`src/hdl/tnis_pkg.sv`:
```
// ---------------------------------------------------------------------------
// tnis_pkg
// Shared widths and types for the top-N index selector.
// ---------------------------------------------------------------------------
`default_nettype none

package tnis_pkg;

    localparam int VALUE_W = 48;  // element magnitude
    localparam int KEEP_W  = 7;   // keep count register
    localparam int RANK_W  = 7;   // stored rank per element
    localparam int INDEX_W = 6;   // emitted index

    // One result word on the output channel
    typedef struct packed {
        logic [INDEX_W-1:0] index;
        logic               is_final;
    } out_word_t;

endpackage

`default_nettype wire

```
`src/hdl/top_n_index_selector_core.sv`:
```
// ---------------------------------------------------------------------------
// top_n_index_selector_core
// Loads a list of 48-bit values and emits the indices of the top-ranked ones.
// ---------------------------------------------------------------------------
// Each accepted word stores one element (up to MAX_ITEMS per list). Storing
// element number p walks the p stored entries through the value and rank
// memories, one entry per cycle over their single read port. After the word
// is accepted the block stays busy for the walk, the registered read of the
// last entry, and the write of the new entry. The first element of a list has
// nothing to walk and needs only the write. Ranks are kept current as
// elements arrive: rank = number of larger elements + number of equal
// elements with a lower index. A word with s_is_last set closes the list;
// the block then scans the rank memory, reading and then testing each loaded
// element in turn, and emits, in ascending index order, every index whose
// rank is below the effective keep count, with m_is_final on the last one.
// A kept index waits while m_ready holds the output register. Effective
// keep count: cfg keep_count if nonzero, else half the loaded count (at least
// one); clipped to the loaded count. Words beyond capacity are dropped, but
// their last flag still closes the list. The memories need no clearing: only
// entries written in the current list are read. s_ready is high only between
// words; a finished result may sit in the output register while the next
// word is accepted.
// ---------------------------------------------------------------------------
`default_nettype none

module top_n_index_selector_core #(
    parameter int MAX_ITEMS = 64
) (
    input  wire logic                         aclk,
    input  wire logic                         aresetn,
    // configuration
    input  wire logic                         cfg_wr_en,
    input  wire logic [tnis_pkg::KEEP_W-1:0]  cfg_wr_data,
    // input words
    input  wire logic                         s_valid,
    output logic                              s_ready,
    input  wire logic [tnis_pkg::VALUE_W-1:0] s_value,
    input  wire logic                         s_is_last,
    // result words
    output logic                              m_valid,
    input  wire logic                         m_ready,
    output logic [tnis_pkg::INDEX_W-1:0]      m_index,
    output logic                              m_is_final
);

    localparam int AW    = $clog2(MAX_ITEMS);
    localparam int CNT_W = $clog2(MAX_ITEMS + 1);
    localparam int VW    = tnis_pkg::VALUE_W;
    localparam int RW    = tnis_pkg::RANK_W;
    localparam int KW    = tnis_pkg::KEEP_W;

    typedef enum logic [1:0] {
        ST_IDLE,
        ST_WALK,
        ST_EMIT_RD,
        ST_EMIT_CHK
    } state_t;

    // control / payload registers
    state_t           state_reg,      state_next;
    logic [CNT_W-1:0] cnt_reg,        cnt_next;
    logic [VW-1:0]    val_reg,        val_next;
    logic             last_reg,       last_next;
    logic [CNT_W-1:0] rd_idx_reg,     rd_idx_next;
    logic             proc_valid_reg, proc_valid_next;
    logic [AW-1:0]    proc_idx_reg,   proc_idx_next;
    logic [RW-1:0]    rank_acc_reg,   rank_acc_next;
    logic [KW-1:0]    k_reg,          k_next;
    logic [CNT_W-1:0] emit_idx_reg,   emit_idx_next;
    logic [KW-1:0]    emit_num_reg,   emit_num_next;
    logic [KW-1:0]    keep_cfg_reg;

    // memory ports
    logic          val_we, val_re;
    logic [AW-1:0] val_waddr, val_raddr;
    logic [VW-1:0] val_rdata;
    logic          rank_we, rank_re;
    logic [AW-1:0] rank_waddr, rank_raddr;
    logic [RW-1:0] rank_wdata, rank_rdata;

    // output stage
    logic                out_load, out_can_load;
    tnis_pkg::out_word_t out_word;

    // effective keep count
    logic [CNT_W-1:0] k_cnt;
    logic [KW-1:0]    k_cnt_ext, k_half, k_auto, k_pick, k_eff;

    logic rd_issue, walk_ge, walk_done, kept, emit_end;

    tnis_ram #(.WIDTH(VW), .DEPTH(MAX_ITEMS)) u_value_ram (
        .aclk    (aclk),
        .wr_en   (val_we),
        .wr_addr (val_waddr),
        .wr_data (val_reg),
        .rd_en   (val_re),
        .rd_addr (val_raddr),
        .rd_data (val_rdata)
    );

    tnis_ram #(.WIDTH(RW), .DEPTH(MAX_ITEMS)) u_rank_ram (
        .aclk    (aclk),
        .wr_en   (rank_we),
        .wr_addr (rank_waddr),
        .wr_data (rank_wdata),
        .rd_en   (rank_re),
        .rd_addr (rank_raddr),
        .rd_data (rank_rdata)
    );

    tnis_out_stage u_out_stage (
        .aclk       (aclk),
        .aresetn    (aresetn),
        .load       (out_load),
        .load_word  (out_word),
        .can_load   (out_can_load),
        .m_valid    (m_valid),
        .m_ready    (m_ready),
        .m_index    (m_index),
        .m_is_final (m_is_final)
    );

    assign s_ready = (state_reg == ST_IDLE);

    // Walk: issue reads 0..cnt-1; in the next cycle compare and update rank.
    assign rd_issue  = (state_reg == ST_WALK) && (rd_idx_reg < cnt_reg);
    assign walk_ge   = (val_rdata >= val_reg);
    assign walk_done = (state_reg == ST_WALK) && !rd_issue && !proc_valid_reg;

    // Keep count uses the count after this word's store (if any).
    assign k_cnt     = walk_done ? (cnt_reg + CNT_W'(1)) : cnt_reg;
    assign k_cnt_ext = KW'(k_cnt);
    assign k_half    = k_cnt_ext >> 1;
    assign k_auto    = (k_half == '0) ? KW'(1) : k_half;
    assign k_pick    = (keep_cfg_reg != '0) ? keep_cfg_reg : k_auto;
    assign k_eff     = (k_pick > k_cnt_ext) ? k_cnt_ext : k_pick;

    // Emission scan
    assign kept     = (rank_rdata < k_reg);
    assign emit_end = ((emit_idx_reg + CNT_W'(1)) == cnt_reg);

    always_comb begin
        val_re     = rd_issue;
        val_raddr  = rd_idx_reg[AW-1:0];
        val_we     = walk_done;
        val_waddr  = cnt_reg[AW-1:0];

        rank_re    = rd_issue || (state_reg == ST_EMIT_RD);
        rank_raddr = (state_reg == ST_WALK) ? rd_idx_reg[AW-1:0] : emit_idx_reg[AW-1:0];
        rank_we    = 1'b0;
        rank_waddr = proc_idx_reg;
        rank_wdata = rank_rdata + RW'(1);
        if (walk_done) begin
            rank_we    = 1'b1;
            rank_waddr = cnt_reg[AW-1:0];
            rank_wdata = rank_acc_reg;
        end else if ((state_reg == ST_WALK) && proc_valid_reg && !walk_ge) begin
            rank_we    = 1'b1;
        end

        out_load          = (state_reg == ST_EMIT_CHK) && kept && out_can_load;
        out_word.index    = tnis_pkg::INDEX_W'(emit_idx_reg[AW-1:0]);
        out_word.is_final = ((emit_num_reg + KW'(1)) == k_reg);
    end

    always_comb begin
        state_next      = state_reg;
        cnt_next        = cnt_reg;
        val_next        = val_reg;
        last_next       = last_reg;
        rd_idx_next     = rd_idx_reg;
        proc_valid_next = 1'b0;
        proc_idx_next   = proc_idx_reg;
        rank_acc_next   = rank_acc_reg;
        k_next          = k_reg;
        emit_idx_next   = emit_idx_reg;
        emit_num_next   = emit_num_reg;

        unique case (state_reg)
            ST_IDLE: begin
                if (s_valid) begin
                    val_next  = s_value;
                    last_next = s_is_last;
                    if (cnt_reg < CNT_W'(MAX_ITEMS)) begin
                        state_next    = ST_WALK;
                        rd_idx_next   = '0;
                        rank_acc_next = '0;
                    end else if (s_is_last) begin
                        // list full: word dropped, flag still closes the list
                        state_next    = ST_EMIT_RD;
                        k_next        = k_eff;
                        emit_idx_next = '0;
                        emit_num_next = '0;
                    end
                end
            end
            ST_WALK: begin
                if (rd_issue) begin
                    rd_idx_next     = rd_idx_reg + CNT_W'(1);
                    proc_valid_next = 1'b1;
                    proc_idx_next   = rd_idx_reg[AW-1:0];
                end
                if (proc_valid_reg && walk_ge) begin
                    rank_acc_next = rank_acc_reg + RW'(1);
                end
                if (walk_done) begin
                    cnt_next = cnt_reg + CNT_W'(1);
                    if (last_reg) begin
                        state_next    = ST_EMIT_RD;
                        k_next        = k_eff;
                        emit_idx_next = '0;
                        emit_num_next = '0;
                    end else begin
                        state_next = ST_IDLE;
                    end
                end
            end
            ST_EMIT_RD: begin
                state_next = ST_EMIT_CHK;
            end
            ST_EMIT_CHK: begin
                // stall only when a kept index meets a full output register
                if (!kept || out_can_load) begin
                    if (kept) begin
                        emit_num_next = emit_num_reg + KW'(1);
                    end
                    if (emit_end) begin
                        state_next = ST_IDLE;
                        cnt_next   = '0;
                    end else begin
                        state_next    = ST_EMIT_RD;
                        emit_idx_next = emit_idx_reg + CNT_W'(1);
                    end
                end
            end
            default: begin
                state_next = ST_IDLE;
            end
        endcase
    end

    always_ff @(posedge aclk) begin
        if (!aresetn) begin
            state_reg      <= ST_IDLE;
            cnt_reg        <= '0;
            proc_valid_reg <= 1'b0;
            keep_cfg_reg   <= '0;
        end else begin
            state_reg      <= state_next;
            cnt_reg        <= cnt_next;
            proc_valid_reg <= proc_valid_next;
            if (cfg_wr_en) begin
                keep_cfg_reg <= cfg_wr_data;
            end
        end
    end

    always_ff @(posedge aclk) begin
        val_reg      <= val_next;
        last_reg     <= last_next;
        rd_idx_reg   <= rd_idx_next;
        proc_idx_reg <= proc_idx_next;
        rank_acc_reg <= rank_acc_next;
        k_reg        <= k_next;
        emit_idx_reg <= emit_idx_next;
        emit_num_reg <= emit_num_next;
    end

`ifndef ASSERT_OFF
    a_cnt_bound: assert property (@(posedge aclk) disable iff (!aresetn)
        cnt_reg <= CNT_W'(MAX_ITEMS))
        else $error("loaded count beyond capacity");

    a_k_range: assert property (@(posedge aclk) disable iff (!aresetn)
        (state_reg == ST_EMIT_RD || state_reg == ST_EMIT_CHK)
        |-> (k_reg != '0) && (k_reg <= KW'(cnt_reg)))
        else $error("effective keep count out of range during scan");

    a_no_over_emit: assert property (@(posedge aclk) disable iff (!aresetn)
        (state_reg == ST_EMIT_CHK) |-> (emit_num_reg <= k_reg))
        else $error("more indices emitted than the keep count");

    a_walk_wr_addr: assert property (@(posedge aclk) disable iff (!aresetn)
        rank_we |-> (state_reg == ST_WALK) && (CNT_W'(rank_waddr) <= cnt_reg))
        else $error("rank write outside the loaded entries");

    a_final_closes: assert property (@(posedge aclk) disable iff (!aresetn)
        (out_load && out_word.is_final) |=> (emit_num_reg == k_reg))
        else $error("final flag not on the last kept index");
`endif

endmodule

`default_nettype wire

```
`src/hdl/tnis_ram.sv`:
```
// ---------------------------------------------------------------------------
// tnis_ram
// Simple dual-port synchronous RAM, one write port, one registered read port.
// ---------------------------------------------------------------------------
`default_nettype none

module tnis_ram #(
    parameter int WIDTH = 8,
    parameter int DEPTH = 64,
    localparam int AW   = $clog2(DEPTH)
) (
    input  wire logic             aclk,
    input  wire logic             wr_en,
    input  wire logic [AW-1:0]    wr_addr,
    input  wire logic [WIDTH-1:0] wr_data,
    input  wire logic             rd_en,
    input  wire logic [AW-1:0]    rd_addr,
    output logic      [WIDTH-1:0] rd_data
);

    logic [WIDTH-1:0] mem [DEPTH];

    always_ff @(posedge aclk) begin
        if (wr_en) begin
            mem[wr_addr] <= wr_data;
        end
    end

    // read data holds while rd_en is low
    always_ff @(posedge aclk) begin
        if (rd_en) begin
            rd_data <= mem[rd_addr];
        end
    end

endmodule

`default_nettype wire

```
`src/hdl/tnis_out_stage.sv`:
```
// ---------------------------------------------------------------------------
// tnis_out_stage
// Output register for result words; decouples the scan from m_ready.
// ---------------------------------------------------------------------------
`default_nettype none

module tnis_out_stage (
    input  wire logic                       aclk,
    input  wire logic                       aresetn,
    input  wire logic                       load,
    input  wire tnis_pkg::out_word_t        load_word,
    output logic                            can_load,
    output logic                            m_valid,
    input  wire logic                       m_ready,
    output logic [tnis_pkg::INDEX_W-1:0]    m_index,
    output logic                            m_is_final
);

    logic                valid_reg;
    tnis_pkg::out_word_t word_reg;

    // free when empty or draining this cycle
    assign can_load = !valid_reg || m_ready;

    always_ff @(posedge aclk) begin
        if (!aresetn) begin
            valid_reg <= 1'b0;
        end else if (load) begin
            valid_reg <= 1'b1;
        end else if (m_ready) begin
            valid_reg <= 1'b0;
        end
    end

    always_ff @(posedge aclk) begin
        if (load) begin
            word_reg <= load_word;
        end
    end

    assign m_valid    = valid_reg;
    assign m_index    = word_reg.index;
    assign m_is_final = word_reg.is_final;

`ifndef ASSERT_OFF
    a_load_when_free: assert property (@(posedge aclk) disable iff (!aresetn)
        load |-> can_load)
        else $error("out_stage: load while holding an unaccepted word");
`endif

endmodule

`default_nettype wire

```
`config.mk`:
```
export PLATFORM = sky130hd
export DESIGN_NAME = top_n_index_selector_core
export DESIGN_NICKNAME = d
export VERILOG_FILES = /design/src/hdl/tnis_pkg.sv /design/src/hdl/top_n_index_selector_core.sv /design/src/hdl/tnis_ram.sv /design/src/hdl/tnis_out_stage.sv
export SDC_FILE = /design/constraint.sdc
export NUM_CORES = 2
export LEC_CHECK = 0
export BUFFER_PORTS_ARGS = -buffer_cell sky130_fd_sc_hd__buf_2
export CAP_MARGIN = 10
export CORE_MARGIN = 1.5
export CORE_UTILIZATION = 55
export CTS_CLUSTER_DIAMETER = 40
export CTS_CLUSTER_SIZE = 20
export DETAILED_ROUTE_END_ITERATION = 10
export PLACE_DENSITY = 0.71
export SYNTH_ARGS = -nofsm -noshare
export SYNTH_HDL_FRONTEND = slang
export SYNTH_SLANG_ARGS = --single-unit
```
`constraint.sdc`:
```
create_clock -name aclk -period 6.96 [get_ports aclk]
set_input_delay 1.044 -clock aclk [delete_from_list [all_inputs] [get_ports aclk]]
set_output_delay 1.044 -clock aclk [all_outputs]
set_load 0.1 [all_outputs]
```
### Yosys cells after proc, flatten, opt, wreduce, memory -nomap -nowiden

Memories as Yosys holds them, arrays and structs flattened. A register that Yosys moved wholly into a read port is not among the register bits.
Cells that the tools add are included.

* ROM bits: 0
* register bits: 115
* bits of input ports: 61
* bits in latches: 0
* memories: 2
* output and inout bits: 9
* bits in writable memories: 3520

Memory list
* u_value_ram.mem: words 64, bits a word 48, read ports 1, clocked after memory_dff 1, write ports 1, line tnis_ram.sv:21 `logic [WIDTH-1:0] mem [DEPTH];`
* u_rank_ram.mem: words 64, bits a word 7, read ports 1, clocked after memory_dff 1, write ports 1, line tnis_ram.sv:21

* equal/unequal tests: 18
* shift-type cells: 0
* add/subtract/negate cells: 6
* reduce and logical (&&, ||, !) cells: 33
* div/mod/pow operators: 0
* bitwise gates (word level): 0
* $lt $le $gt $ge: 5
* $mul: 0
* multiplexer cells: 50

Operators with widths (number)
* two-way mux 7 bit: 24
* one-hot mux 7 bit (2 select lines): 4
* >= comparator 48 bit: 1
* adder 7 x 1 -> 7 bit, second input constant: 6
* one-hot mux 7 bit (3 select lines): 2
* two-way mux 6 bit: 3
* AND reduction 8 bit: 2
* equality test 7 bit: 2
* less-than comparator 7 bit: 2
* two-way mux 2 bit: 7
* != test 2 bit, second input constant: 7
* AND reduction 4 bit: 3
* != test 2 x 1 -> 1 bit, second input constant: 5
* two-way mux 1 bit: 9
* logical AND 1 bit: 8
* one-hot mux 2 bit (4 select lines): 1
* > comparator 7 bit: 1
* logical NOT 7 bit: 1
* less-than comparator 7 bit, second input constant: 1
* nonzero test 7 bit: 1
* AND reduction 2 bit: 3
* AND reduction 6 bit: 1
* nonzero test 2 bit: 3
* logical NOT 1 bit: 5
* 7 further kinds: 10

### Depth between registers and ports, before layout

* word-level depth: 15
* mapped depth: 20
* mapped depth without buffers: 18

### Hierarchy

A second synthesis with hierarchy kept.

* cells, all modules: 6459
* area, all modules: 142218.9 um^2

Modules (own cells, without submodules)
* tnis_ram at u_value_ram: seq. area each 93689.9 um^2, cells an instance 4970, instances 1, area an instance 117597.8 um^2
* tnis_ram at u_rank_ram: seq. area each 13663.1 um^2, cells an instance 827, instances 1, area an instance 17705.7 um^2
* top_n_index_selector_core: seq. area each 3042.9 um^2, cells an instance 651, instances 1, area an instance 6656.4 um^2
* tnis_out_stage: seq. area each 230.2 um^2, cells an instance 11, instances 1, area an instance 259.0 um^2

### Least setup slack after synthesis

No wires, ideal clock.

* path type: reg2reg
* start point: reg cnt_reg[5]
* end point: mem u_rank_ram.mem[0][2] (netlist bit), data pin
* data arrival time: 4613 ps
* setup slack: 1645 ps
* stages on the path, launching flop included: 12
* data required time: 6258 ps
* path buffers: 4
* library setup time: 702 ps
* path through: dfxtp_1 -> clkbuf_1 -> inv_1 -> ha_1 -> o21a_1 -> a21oi_1 -> o31ai_2 -> and2_0 -> clkbuf_1 -> buf_2 -> clkbuf_1 -> o21ai_0

* cells in the longest elaborated chain, start to end: 6

Ends and longest elaborated chain
* start: declaration: line top_n_index_selector_core.sv:61 `logic [CNT_W-1:0] cnt_reg, cnt_next;`
* start signal: assignment: line top_n_index_selector_core.sv:250 `cnt_reg <= cnt_next;`
* less-than comparator 7 bit: line top_n_index_selector_core.sv:126 `assign rd_issue = (state_reg == ST_WALK) && (rd_idx_reg < cnt_reg);`
* logical AND 1 bit: line top_n_index_selector_core.sv:126
* logical NOT 1 bit: line top_n_index_selector_core.sv:128 `assign walk_done = (state_reg == ST_WALK) && !rd_issue && !proc_valid_reg;`
* logical AND 1 bit (2 in series): line top_n_index_selector_core.sv:128
* two-way mux 7 bit: line top_n_index_selector_core.sv:153 `if (walk_done) begin`
* via rank_wdata[2]: line top_n_index_selector_core.sv:79 `logic [RW-1:0] rank_wdata, rank_rdata;`
* end: declaration: line tnis_ram.sv:21

The timed path passes the listed nets, and every way through them passes these cells.

### Final worst setup path

* start point: reg val_reg[12]
* end point: mem u_rank_ram.mem[14][4] (netlist bit) (enable)

* cells in the longest elaborated chain, start to end: 7

Ends and longest elaborated chain
* start: declaration: line top_n_index_selector_core.sv:62 `logic [VW-1:0] val_reg, val_next;`
* start signal: assignment: line top_n_index_selector_core.sv:259 `val_reg <= val_next;`
* >= comparator 48 bit: line top_n_index_selector_core.sv:127 `assign walk_ge = (val_rdata >= val_reg);`
* logical NOT 1 bit: line top_n_index_selector_core.sv:157 `end else if ((state_reg == ST_WALK) && proc_valid_reg && !walk_ge) begin`
* logical AND 1 bit: line top_n_index_selector_core.sv:157
* two-way mux 1 bit: line top_n_index_selector_core.sv:157
* two-way mux 1 bit: line top_n_index_selector_core.sv:153
* two-way mux 1 bit: line tnis_ram.sv:24 `if (wr_en) begin`
* two-way mux 1 bit (implied by the code): line tnis_ram.sv:25 `mem[wr_addr] <= wr_data;`

No other way between the ends.

==> run_results.csv <==
group,metric,value,unit
place,post_dp_cell_area,149000,sq um
min_path,worstHoldPathType,"in2reg",
cells_and_area,area_delta_synth_final,15.1,%
cells_and_area,fin_area,164000,sq um
place,gp_congestion,0.877,
worst_setup_path,end_kind,"flip-flop",
sta,slew_headroom,0.102,
yosys,netlist_top_cells_area,"edfxtp_1, mux4_2, nand2_1",
sta,finalCriticalPeriod,5.56,ns
detailed_routing,drtIter0Drc,11600,
worst_setup_path,slowest_delay,0.86,ns
clock_tree,cts_tree,"built",
cells_and_area,largest_register_ffs,3072,
clock_tree,clock_latency,0.94,ns
yosys,syn-cell-area,143000,sq um
pwr,vdd_ir_drop_max,0.351,mV
sta,skew,0.0728,ns
sta,setup_tns,0,ns
die,die_w,512,microns
run,drv_cap,0,
yosys,syn_inst,6328,
worst_setup_path,crit_family,"compound AO/OA/AOI/OAI gates",
cells_and_area,largest-register,"u_value_ram.mem",
yosys,syn_nets,6462,
detailed_routing,antenna_left,0,
die,ios,70,
sta,max_freq,180,MHz
worst_setup_path,path_cells,"buf_4, inv_1, ha_1, o21ai_0, a21oi_1, nor2_1, nor4b_1, a21oi_1, a41oi_2, buf_4, nor3_1",
die,core_area,257000,sq um
place,placed_cells,9701,
worst_setup_path,worst-endpoint-required,7.50,ns
place,hpwl,190,mm
grt,grt_max_degree,135,
grt,first_global_vias,70900,
detailed_routing,drt_wl_total,378,mm
yosys,synth_top_area_frac,0.773,
cells_and_area,layout-drive-gt1-share,0.310,
die,start_util,0.555,
yosys,syn_avg_cell_area,22.6,sq um
clock_tree,cts_buffers,435,
pwr,leakage,51.8,nW
sta,hold_viol,0,
worst_setup_path,path_class,"reg2reg",
clock_tree,root_buffer,"clkbuf_16",
worst_setup_path,path_max_fanout,65,
worst_setup_path,crit_arrival,6.09,ns
outcome,status,"complete, no violations",
die,die_y,512,microns
sta,setup_ws,1.40,ns
clock_tree,h-tree-depth,5,
yosys,synthTopCellsByCount,"edfxtp_1, mux4_2, nand2_1",
detailed_routing,wl_per_cell,35.9,microns
cells_and_area,reg.largest.list,"u_value_ram.mem (3072), u_rank_ram.mem (448)",
yosys,ys_seq_area_frac,0.775,
sta,period_share,0.799,
detailed_routing,firstDrtPassIters,5,
detailed_routing,viasPerCell,6.82,
grt,antenna_found_initial,5,
yosys,synth_seq_cells,3690,
clock_tree,clkTransAtPathRegs,0.07,ns
yosys,async_flop_share,0,
cells_and_area,layout.nets,6896,
grt,grt_pass1_wl,533,mm
grt,overflow,0,
die,die_area,263000,sq um
clock_tree,cts_resized,0,
grt,grt_usage,0.289,
worst_setup_path,worst_path_max_delay_cell,"a21oi_1",
cells_and_area,fin_cells,10500,
worst_setup_path,critPathLaunchType,"flip-flop",
die,num_rows,186,
yosys,synth_cell_types,61,
yosys,ys_warn_count,0,
clock_tree,cts_hold_buf,0,
worst_setup_path,critPathBufInv,3,
sta,slew_violations,0,
sta,setup-violations-final,0,
clock_tree,cts.sinks,3690,
sta,max_slew.worst_pin.slew,1.34,ns
detailed_routing,drc,0,
detailed_routing,num_vias,71800,
clock_tree,cts_setup_buffers,0,
pwr,power_density,365,nW/um^2
worst_setup_path,worst-r2r-setup-slack,1.40,ns
cells_and_area,postLayoutCoreUtil,0.638,
place,numPortBuffers,69,
yosys,synth_flop_cell,"edfxtp_1",
yosys,yosysTopAreaCell,"edfxtp_1",
yosys,synth_edf_count,3672,
yosys,synth.most_common_cell,"edfxtp_1",
clock_tree,clock_path_buffers,4,
place,pre_cts_ws,1.64,ns
sta,rsz0062_at_grt,"false",
worst register-to-register path, delay by kind of cell, from the launching register on:
kind | cells | cell delay (ns)
AOI/OAI and AO/OA | 4 | 1.87
adders and majority gates | 1 | 0.29
buffers and inverters | 3 | 1.09
DFF | 1 | 0.33
and+or+nand+nor | 3 | 1.60
layout make-up:
type | count | area [sq um]
timing repair buffer | 329 | 2980
antenna | 6 | 15.0
clock buffer | 468 | 11200
multi-input combinational | 2225 | 31000
sequential | 3690 | 111000
tap | 3384 | 4230
inverter | 81 | 304
clock inverter | 340 | 3920
fill | 16300 | 93100
worst paths after layout:
| kind | to | cells after the start | start |
|---|---|---|---|
| setup / recovery | u_rank_ram.mem[14][4] | 11 | val_reg[12] |
| hold / removal | val_reg[26] | 1 | s_value[26] |
| setup reg to reg | u_rank_ram.mem[14][4] | 11 | val_reg[12] |
| hold reg to reg | u_value_ram.mem[0][2] | 0 | val_reg[2] |
cell usage in the layout (no fill, tap or decap), types with 10 or more instances in the layout:
master      Yosys  routed
clkinv_4        0      43
bufinv_16       0      44
ha_1           73      73
a21oi_1        52      49
xor2_1         14      14
mux4_2       1024    1024
mux2i_1        80      77
nand2_1       301     300
and3_1         10      10
a31oi_1        23      22
buf_2          98      70
nor2_4          0      65
nor3_1         27      27
mux2_2         10      10
nand3_1       143     143
buf_12          0      56
edfxtp_1     3672    3672
a32oi_1        24      24
inv_8           0      48
a21o_1         12      10
xnor2_1        30      30
clkinv_8        0      21
nor4_1         46      44
nor2b_1        13      13
clkinv_2        0      42
dfxtp_1        18      18
clkinvlp_4      0      39
o21ai_0        31      26
buf_4           7     197
a211oi_1       14      14
and2_1         11      11
clkbuf_1      179      23
or3_1          10      10
nor2_1        141      76
clkbuf_16       0     444
nand4_1        51      51
inv_1          81      81
inv_6           0      61
clkinv_1        0      33
metrics by stage:
step           power (mW)  hold slack, ns
2_1_floorplan        33.6           0.451
4_1_cts              60.1           0.240
5_1_grt              61.6           0.257
3_3_place_gp         36.7           0.458
6_report             59.9           0.293
3_5_place_dp         36.8           0.465
logic make-up (layout without fill, tap and decap cells):
group           Yosys count  after routing  share of synthesized area
mux                    1114           1114                      0.168
compound gates          208            208                    0.00977
other cells               0              6                          0
simple gates            784            784                     0.0254
xor+xnor                 46             46                    0.00302
buf+inv                 413           1218                     0.0124
flops                  3690           3690                      0.775
fa+ha+maj                73             73                    0.00640
power by group:
part / switching (mW) / internal (mW) / leakage [nW]
Combinational: 6.09 / 4.46 / 11.3
Sequential: 0.208 / 25.7 / 33.2
Clock: 9.78 / 13.7 / 7.32
Total: 16.1 / 43.8 / 51.8
per-layer routing:
| layer | wire length, microns | global-route usage | vias to the layer above |
|---|---|---|---|
| li1 | - | - | 27800 |
| met1 | 140000 | 0.415 | 38000 |
| met2 | 178000 | 0.445 | 5205 |
| met3 | 44100 | 0.0603 | 774 |
| met4 | 14800 | 0.102 | 0 |
| met5 | 0 | 0 | - |
Power figures use the tool's default switching activity.
